===== config.mk =====
export PLATFORM = sky130hd
export DESIGN_NAME = pcat_ram
export DESIGN_NICKNAME = d
export VERILOG_FILES = /design/src/sv/pcat_ram.sv
export SDC_FILE = /design/constraint.sdc
export NUM_CORES = 2
export LEC_CHECK = 0
export ABC_AREA = 1
export BUFFER_PORTS_ARGS = -buffer_cell sky130_fd_sc_hd__buf_4
export CAP_MARGIN = 40
export CORE_ASPECT_RATIO = 1.5
export CORE_MARGIN = 2
export CORE_UTILIZATION = 30
export CTS_CLUSTER_DIAMETER = 150
export DETAILED_ROUTE_END_ITERATION = 12
export PLACE_DENSITY = 0.55
export RECOVER_POWER = 50
export SETUP_SLACK_MARGIN = 0.4
export SLEW_MARGIN = 20
export SYNTH_ARGS = -nofsm -noshare
export SYNTH_HDL_FRONTEND = slang
export SYNTH_SLANG_ARGS = --single-unit

===== constraint.sdc =====
create_clock -name clk -period 5.6 [get_ports clk]
set_input_delay 0.28 -clock clk [delete_from_list [all_inputs] [get_ports clk]]
set_output_delay 0.28 -clock clk [all_outputs]
set_load 0.01 [all_outputs]

===== src/sv/pcat_ram.sv =====
// ----------------------------------------------------------------------------
// pcat_ram
// generic single port ram with registered read
// ----------------------------------------------------------------------------
module pcat_ram #(
  parameter int WIDTH = 32,
  parameter int DEPTH = 64
) (
  input  logic                     clk,
  input  logic                     we,
  input  logic [$clog2(DEPTH)-1:0] addr,
  input  logic [WIDTH-1:0]         wdata,
  output logic [WIDTH-1:0]         rdata
);
  logic [WIDTH-1:0] mem [DEPTH];

  always_ff @(posedge clk) begin
    if (we) begin
      mem[addr] <= wdata;
    end
    rdata <= mem[addr];
  end
endmodule


==> Word-level counts from Yosys, hierarchy flattened <==
Memories as Yosys holds them, arrays and structs flattened. A register that Yosys moved wholly into a read port is not among the register bits.
Index checks and enable logic that the tools add are counted.
{ "word_totals": {"out_inout_bits": 32, "latchBits": 0, "mem_bits_ro": 0, "ramBits": 2048, "memories": 1, "register_bits": 0, "inputBits": 40} }
{ "mem_list": {"columns": ["memory", "words", "word_bits", "rd", "rd_clocked_by_memory_dff", "write_ports", "line", "text"], "rows": [
  ["mem", 64, 32, 1, 1, 1, "15", "logic [WIDTH-1:0] mem [DEPTH];"]
]} }
{ "op_classes": {"n_addsub": 0, "eq_ne": 0, "reduce_logical": 0, "bitwise_logic": 0, "shift": 0, "div": 0, "mul": 0, "magnitude_cmp": 0, "mux": 2} }
{ "ops": {"columns": ["op", "n"], "rows": [
  ["$mux 1", 2]
]} }

==> Longest topological paths before layout <==
{ "logic_depth": {"depth_word": 2, "depth_mapped": 15} }

==> Worst setup path after synthesis <==
OpenSTA, ideal clock, no wires.
{ "synth_timing": {"path_type": "input port to flip-flop", "startpoint": "input addr[0]", "endpoint": "memory mem[41][0] (enable)", "path_stages": 6, "t_arrival_ns": 4.063, "slack_ns": 1.035, "required_ns": 5.098, "path_cell_list": "buf_4 > inv_2 > buf_6 > buf_4 > buf_2 > nor4_1"} }
{ "synth_rtl": {"columns": ["element", "line", "text"], "rows": [
  ["from (decl)", "11", "input logic [$clog2(DEPTH)-1:0] addr,"],
  ["to (decl)", "15", null]
]} }
No word-level cell before the write port.

==> Final worst setup path <==
{ "layout_timing": {"startpoint": "input wdata[15]", "endpoint": "memory mem[15][15] (data pin)"} }
{ "layout_rtl": {"columns": ["element", "line", "text"], "rows": [
  ["from (decl)", "12", "input logic [WIDTH-1:0] wdata,"]
]} }
No word-level cell before the write port.

==> impl_results.md <==
* Routing usage on met3 at 1.722%
* Die Span X at 442.4 µm
* Layout overhead on the synthesized area at 13.50%
* Final Non-Filler Cells at 12370
* PortBufs at 71
* Min-delay src: addr[2]
* Worst flop-to-flop path endpoint: rdata[27]
* Fillers at 28660
* Starting Density at 30.13%
* Worst-case reg-to-reg path depth at 10
* Worst hold endpoint: rdata[31]
* Routed Antenna Nets at 0
* Failing checks: capacitance limit, slew limit
* Final setup viols at 0
* GR Util met2 at 31.17%
* Vias in the first global route at 56440
* Sequential area share after synthesis at 71.84%
* Leakage at 0.03993 µW
* Final global-route overflow total at 0
* MaxCap Viol Count at 40
* Syn nets at 8480
* Fmax at 269.9 MHz
* Share of layout cells above drive strength 1 at 6.036%
* Post-CTS setup buffer count at 0
* Critical path type: input port to flop
* Cell count after placement at 11990
* Hold Path Depth at 7
* Final net count at 8497
* Synth unique cells at 21
* Met1 Use GR at 20.86%
* CP startpoint kind: input port
* WP data arrival at 3.84 ns
* Most common cell after layout, fill and taps aside: nand2_1
* Final Hold Violating Endpoints at 0
* Post-synthesis register bit count at 2080
* Final setup margin at 1.894 ns
* Die area at 292700 µm²
* Core Rows at 241
* Chip height at 661.7 µm
* Clock Sinks at 2080
* Post-place setup slack at 1.985 ns
* Critical Path Fanout Max at 60
* Tightest Pin Transition at 3.571 ns
* Status: finished, violations left
* VDD IR max at 0.0002055 V
* WL per Instance at 20.62 µm
* R2r setup slk at 3.72 ns
* Syn Inst Count at 8440
* Largest net degree at the start of global routing at 178
* Initial antenna violation count at 11
* H-tree levels at 4
* Clock root buffer: clkbuf_16
* CTS tree: built
* Syn Area/Cell at 10.25 µm²
* Initial DRC count at 5086
* Final GP Congestion at 0.8143
* Clk Latency, worst-skew pair at 0.85 ns
* Post-DP HPWL at 145.2 mm
* RSZ-0062 raised after global routing: no
* Max Buffers Root-to-Sink at 4
* Critical path endpoint category: flop
* Drt first pass iters at 7
* Yosys warnings at 0
* Total wire length at 255.1 mm
* Power per cell area at 332.1 nW/µm²
* Total power at 32610 µW
* Max-Slew Margin vs Limit at -138.1%
* Core Region at 287100 µm²
* Post-route setup TNS at 0 ns
* Tcrit/Tclk final at 66.17%
* Min Hold Slack at 0.1404 ns
* First-pass GRT wire length at 377.4 mm
* Clk_skew at 0.02933 ns
* Most frequent cells in the layout: 5728 x nand2_1, 2048 x edfxtp_1, 196 x clkbuf_16, 129 x buf_4, 94 x clkbuf_1
* Via count at 57670
* GRT Total Usage at 17.06%
* CP required at 5.73 ns
* Cts bufs inserted at 192
* # DRC at 0
* # IOs at 72
* Drt via density at 4.662
* Slew Limit Fails at 1992
* Hold Path Class: input port to flop
* GRT busiest layer: met2
* Clk slew on worst S/H paths at 0.06 ns
* Worst R2R Start: mem[36][27]
* Synthesized area at 86500 µm²
* Minimum clock period at 3.706 ns
## stage by stage
step | area, µm² | util, %
finish | 98180 | 34.20
global route | 98170 | 34.20
CTS | 98200 | 34.21
detailed placement | 92020 | 32.06
global placement | 91390 | 31.84
floorplan | 86500 | -
## layout make-up
type                            instances  area (µm²)  area share (%)
Antenna cell                            7       17.52         0.01784
Clock buffer                          237        5069           5.162
Clock inverter                         98        1047           1.067
Inverter                               30       135.1          0.1376
Multi-Input combinational cell       5908       22780           23.20
Sequential cell                      2080       62140           63.29
Tap cell                             3766        4712           4.799
Timing Repair Buffer                  245        2280           2.322
## routing by layer
layer | wire length [µm] | part of all wire (%)
met3 | 11650 | 4.6
met2 | 131500 | 52
met5 | 48 | 0.019
met1 | 103200 | 40
met4 | 8732 | 3.4
## cells by family (layout without fill, tap and decap cells)
kind of cell	count (synthesis)	count (layout)	share of synthesized area, %
AO/OA/AOI/OAI	12	12	0.08389
buffers and inverters	452	610	2.397
flip-flops	2080	2080	71.84
other	0	7	0
AND/OR/NAND/NOR	5896	5896	25.68
## repair_timing
action                                  in CTS  in global routing
endpoints found under the setup margin       0                  0
endpoints found under the hold margin      158                240
resized for setup                            0                  0
hold buffers                                 6                 14
## synthesized netlist by cell type, drive strengths merged
cell type | number | area [µm²]
nor3 | 8 | 75.07
nor4 | 2 | 12.51
o21ai | 7 | 35.03
nand3 | 13 | 65.06
inv | 30 | 112.6
nand4 | 2 | 12.51
clkbuf | 136 | 510.5
dfxtp | 32 | 640.6
edfxtp | 2048 | 61500
or2 | 6 | 37.54
o211ai | 5 | 37.54
nor2 | 137 | 514.2
nand2 | 5728 | 21500
buf | 286 | 1450
## critical path, cell delays in order
cell and delay (ns):
dlygate4sd3_1 0.53, clkbuf_1 0.47, clkbuf_1 2.45
## registers in the layout, summed over array words and instances (netlist names)
name,count
mem,2048
rdata,32
## where the power goes
part	switching, µW	internal [µW]
logic	1570	470
registers	98.5	17300
clock network	5810	7390
## worst max-delay path by stage
stage / depth (start not counted) / slack [ns] / startpoint / to
floorplan: 6 / 1.04 / addr[0] / mem[41][0]
global placement: 5 / 1.78 / addr[2] / mem[44][10]
detailed placement: 7 / 1.98 / addr[2] / mem[36][7]
CTS: 7 / 2.86 / addr[2] / mem[36][6]
global route: 3 / 1.65 / wdata[15] / mem[10][15]
finish: 3 / 1.89 / wdata[15] / mem[15][15]
Note: power is estimated with default switching activity, not from simulation.
