File: src/sv/pcat_divider.sv
// ----------------------------------------------------------------------------
// pcat_divider
// bit serial signed divider, one quotient bit per cycle, truncates to zero
// ----------------------------------------------------------------------------
module pcat_divider #(
  parameter int NW = 64,
  parameter int DW = 32
) (
  input  logic                 clk,
  input  logic                 rst,
  input  logic                 start,
  input  logic signed [NW-1:0] num,
  input  logic        [DW-1:0] den,
  output logic                 done,
  output logic signed [NW-1:0] quo
);
  localparam int CW = $clog2(NW + 1);

  logic [NW-1:0] qreg;
  logic [DW:0]   rem;
  logic [CW-1:0] cnt;
  logic          busy;
  logic          neg;
  logic [DW:0]   trial;
  logic [DW:0]   shifted;

  // one restoring step per cycle
  always_comb begin
    shifted = {rem[DW-1:0], qreg[NW-1]};
    trial   = shifted - {1'b0, den};
  end

  always_ff @(posedge clk) begin
    if (rst) begin
      busy <= 1'b0;
      done <= 1'b0;
    end else begin
      done <= 1'b0;
      if (start) begin
        busy <= 1'b1;
        cnt  <= CW'(NW);
        neg  <= num[NW-1];
        qreg <= num[NW-1] ? NW'(-num) : NW'(num);
        rem  <= '0;
      end else if (busy) begin
        if (trial[DW]) begin
          rem  <= shifted;
          qreg <= {qreg[NW-2:0], 1'b0};
        end else begin
          rem  <= trial;
          qreg <= {qreg[NW-2:0], 1'b1};
        end
        cnt <= cnt - 1'b1;
        if (cnt == CW'(1)) begin
          busy <= 1'b0;
          done <= 1'b1;
        end
      end
    end
  end

  assign quo = neg ? -$signed(qreg) : $signed(qreg);
endmodule

File: config.mk
export PLATFORM = sky130hd
export DESIGN_NAME = pcat_divider
export DESIGN_NICKNAME = d
export VERILOG_FILES = /design/src/sv/pcat_divider.sv
export SDC_FILE = /design/constraint.sdc
export NUM_CORES = 1
export LEC_CHECK = 0
export BUFFER_PORTS_ARGS = -buffer_cell sky130_fd_sc_hd__buf_2
export CAP_MARGIN = 40
export CORE_MARGIN = 2
export CORE_UTILIZATION = 32
export DETAILED_ROUTE_END_ITERATION = 10
export HOLD_SLACK_MARGIN = 0.06
export PLACE_DENSITY = 0.53
export SYNTH_ARGS = -nofsm -noshare
export SYNTH_HDL_FRONTEND = slang
export SYNTH_SLANG_ARGS = --single-unit
File: constraint.sdc
create_clock -name clk -period 10.94 [get_ports clk]
set_input_delay 3.282 -clock clk [delete_from_list [all_inputs] [get_ports clk]]
set_output_delay 3.282 -clock clk [all_outputs]
set_load 0.01 [all_outputs]
== After elaboration in Yosys (flattened, before gate mapping) ==
Index checks and enable logic that the tools add are counted.

* Equal/unequal tests: 1
* Multiplexer cells: 12
* Bitwise logic cells: 2
* Add/sub/neg operators: 4
* Reductions and logical operators: 4

{| class="wikitable"
|+ Operator list
! operator !! count
|-
| 64-bit 2-to-1 mux || 4
|-
| 64-bit negation || 2
|-
| 32-bit 2-to-1 mux || 2
|-
| 33-bit by 32-bit subtractor with 33-bit output || 1
|-
| 7-bit by 1-bit == test with 1-bit output (second input constant) || 1
|-
| 7-bit 2-to-1 mux || 1
|-
| 7-bit by 1-bit subtractor with 7-bit output (second input constant) || 1
|-
| 1-bit 2-to-1 mux || 5
|-
| 2-bit AND reduction || 2
|-
| 3-bit OR reduction || 1
|-
| 1-bit inverter || 2
|-
| 2-bit nonzero test || 1
|}

* Bits of input ports: 99
* Flip-flop bits (word level): 106
* Output and inout bits: 65

== Depth between registers and ports, before layout ==
* Depth after elaboration: 4
* Depth in mapped cells: 14
* Depth with buffers taken out: 12

== Worst setup path before layout ==
No wires, ideal clock.

* Path type: input -> register
* From: in start
* To: reg cnt[0], enable pin
* Path buffers: 1
* Slack: 2.467 ns
* Cell stages on the path: 3
* Required time: 10.373 ns
* Data arrival time: 7.906 ns
* Library setup time: 0.567 ns
* Cells stage by stage: clkbuf_1 -> nor2_1 -> nor2_1

* Cells in the longest elaborated chain, start to end: 2

{| class="wikitable"
|+ Ends and longest elaborated chain
! what !! RTL line !! source
|-
| start, declared || 11 || <nowiki>input logic start,</nowiki>
|-
| 2-bit nonzero test (no line) || -- ||
|-
| 2-bit AND reduction (no line) || -- ||
|-
| end signal, assigned || 41 || <nowiki>cnt <= CW'(NW);</nowiki>
|-
| end signal, assigned || 53 || <nowiki>cnt <= cnt - 1'b1;</nowiki>
|-
| end, declared || 21 || <nowiki>logic [CW-1:0] cnt;</nowiki>
|}

No other way between the ends.
A chain may end at the register's enable or synchronous reset.

== Final worst setup path ==
* From: reg qreg[6]
* To: out quo[57]

* Cells in the longest elaborated chain, start to end: 2

{| class="wikitable"
|+ Ends and longest elaborated chain
! what !! RTL line !! source
|-
| start, declared || 19 || <nowiki>logic [NW-1:0] qreg;</nowiki>
|-
| start signal, assigned || 43 || <nowiki>qreg <= num[NW-1] ? NW'(-num) : NW'(num);</nowiki>
|-
| start signal, assigned || 48 || <nowiki>qreg <= {qreg[NW-2:0], 1'b0};</nowiki>
|-
| start signal, assigned || 51 || <nowiki>qreg <= {qreg[NW-2:0], 1'b1};</nowiki>
|-
| 64-bit negation || 62 || <nowiki>assign quo = neg ? -$signed(qreg) : $signed(qreg);</nowiki>
|-
| 64-bit 2-to-1 mux || 62 ||
|-
| end, declared || 15 || <nowiki>output logic signed [NW-1:0] quo</nowiki>
|}

No other way between the ends.

==> results.md <==
* FP Rows at 61
* Clk slew on worst S/H paths at 80 ps
* Total power density per cell area at 124 nW/um^2
* Cts hold-fix bufs at 0
* Ys Warns at 0
* PortBufs at 163
* R2R cell count at 13
* Slew HR at 46.7%
* Most frequent cells in the layout: buf_2 (162), edfxtp_1 (104), nor2_1 (99)
* Critical Path End Type: output port
* CTS root buf: clkbuf_16
* CP Class: reg -> out
* Synth Net Count at 1138
* Vias in the first global route at 7835
* Clk sinks at 106
* Final Hold Vio Count at 0
* Clk_skew at 10.9 ps
* RSZ-0062 raised after global routing: no
* Critical path's slowest cell: or4_1
* Synthesized instance count at 1002
* Worst Path Buf+Inv at 1
* Final setup vio count at 0
* Post-CTS Resized at 0
* Antenna violations before repair at 7
* Die Span X at 173 um
* Crit path required time at 7660 ps
* Cells along the critical path: or4_1 > nor4_1 > nand3_1 > or3_1 > or3_4 > or2_4 > o31ai_2 > xnor2_1 > buf_2
* Max-slew violations at 0
* Seq/Total Area, Yosys at 34.7%
* Setup Buffers After CTS at 0
* Post-synth cell types at 61
* Peak supply drop at 0.0661 mV
* DR vias at 7997
* CTS Buf Count at 9
* Lkg Pwr at 0.00401 uW
* Final Instance Area at 10600 um^2
* Max-cap viol count at 0
* CORE AREA at 27900 um^2
* Wire per inst at 17.3 um
* Slowest cell delay on critical path at 630 ps
* Sw Ratio at 35.0%
* Initial Utilization at 32.6%
* I/O pin count at 164
* Status: completed
* Largest net degree at the start of global routing at 71
* Final period utilization at 66.7%
* Internal at 860 uW
* Nets at 1284
* DRT antenna net count at 0
* DR iter-0 viols at 541
* Worst hold endpoint: done
* Mapped Area at 9110 um^2
* WHS Path Cells at 1
* Final worst slack at 3640 ps
* Layout area overhead at 16.9%
* GRT Overall Usage at 17.5%
* Min-Delay Startpoint: busy
* Dpl cell area at 10400 um^2
* HP Class: reg -> reg
* CTS tree: done
* Clock network fraction of total power at 24.6%
* Die area at 29800 um^2
* Met2 Resource Use GR at 27.5%
* Post-layout min period at 7300 ps
* Sw Pwr at 463 uW
* R2R Path Start: qreg[63]
* Commonest non-fill, non-tap cell in the layout: buf_2
* Final HPWL DP at 20200 um
* Flop2flop setup slack at 6800 ps
* Crit path max fanout at 7
* Setup TNS at 0 ps
* Top FF cell, synth: edfxtp_1
* Die Y at 173 um
* Kind of cell adding the most delay to the critical path: simple AND/OR/NAND/NOR gates
* Synthesized area per cell at 9.09 um^2
* First-pass GRT wire length at 42000 um
* Drt first pass iters at 5
* FF+latch count, synth at 106
* R2R Path End: rem[1]
* DRT Wirelength at 26500 um
* Residual DRC at 0
* H-tree Lvls at 3
* DP Worst Slack at 3940 ps
* Gr ovfl total at 0
* Clock Tree Buf Depth at 2
* Met1 Use GR at 24.2%
* Clk_lat worst skew at 360 ps
* CP arrival at 4020 ps
* Sequential group share of total power at 40.3%
* Asr flop ratio synth at 0%
* Max Clk Rate at 137 MHz
* GPL Wtd Cong at 0.860
* Vias/cell at 5.22
* Critical Path Source Type: register
* Global routing met3 resource utilization at 4.16%
* Worst Tran Pin Value at 793 ps
* Share of layout cells above drive strength 1 at 21.3%
* Combinational share of power at 35.1%
* Gr busiest metal: met2
* Number of synthesized flops with an enable pin at 104
-- layer usage --
metal  vias to the layer above  routed length [um]
li1                       3969                   -
met3                        28                1820
met5                         -                  66
met2                       253               11700
met4                        10                 345
met1                      3737               12500
-- sequential cells by signal, indices dropped and copies added, names as in the netlist --
signal  cells
busy        1
cnt         7
done        1
neg         1
qreg       64
rem        32
-- kinds of logic after synthesis --
| group | synth area share (%) |
|---|---|
| adder cells (fa/ha/maj) | 5.17 |
| AND/OR/NAND/NOR | 18.0 |
| buffers and inverters | 3.67 |
| flip-flops | 34.7 |
| XOR/XNOR | 14.6 |
| AO/OA/AOI/OAI | 16.7 |
| multiplexers | 7.08 |
-- synthesized netlist by cell type, types with 7 or more instances --
library cell  count  area (um^2)
a21oi_1          81          405
nand2b_1         10         62.6
nor3_1           21          105
o31ai_1          24          180
a21o_1           13         97.6
nor2b_1          11         68.8
or4_1            19          143
xnor2_1          97          850
mux2_2           35          394
nand2_1          61          229
mux2i_1          25          250
xor2_1           55          482
o21ai_1           7         35.0
nor2_1          100          375
ha_1             36          450
o21a_1           12         90.1
nor4_1           16          100
nand3_1          15         75.1
edfxtp_1        104         3120
o41ai_1          15          131
or3_1            27          169
o21ai_0          48          240
clkbuf_1         31          116
inv_1            49          184
-- per-stage QoR --
stage / util, % / power [uW] / cells / hold slack, ps
global placement: 37.0 / 1000 / 1512 / 472
global route: 38.1 / 1410 / 1532 / 513
detailed placement: 37.1 / 1010 / 1515 / 481
floorplan: - / 863 / 1002 / 460
finish: 38.1 / 1320 / 1533 / 487
CTS: 38.1 / 1340 / 1531 / 490
-- area by class of cell --
cell class	instances	area [um^2]
Fill cell	2985	17300
Multi-Input combinational cell	809	5640
Sequential cell	106	3160
Timing Repair Buffer	173	910
Tap cell	378	473
Clock buffer	9	225
Inverter	49	184
Clock inverter	7	52.6
Antenna cell	2	5.00
-- worst max path at each step --
stage	start	to	slack, ps	depth (start not counted)
5_1_grt	qreg[6]	quo[57]	3440	9
2_1_floorplan	start	cnt[0]	2470	3
3_3_place_gp	qreg[6]	quo[57]	4000	9
4_1_cts	qreg[6]	quo[57]	3600	9
3_5_place_dp	den[0]	rem[1]	3940	13
6_report	qreg[6]	quo[57]	3640	9
-- power groups by stage --
stage          sequential [uW]  clock, uW  combinational [uW]
2_1_floorplan              532          0                 331
3_3_place_gp               544          0                 460
3_5_place_dp               542          0                 465
4_1_cts                    533        337                 468
5_1_grt                    539        348                 519
6_report                   533        325                 465
No activity file was read; power rests on OpenSTA's default activity.
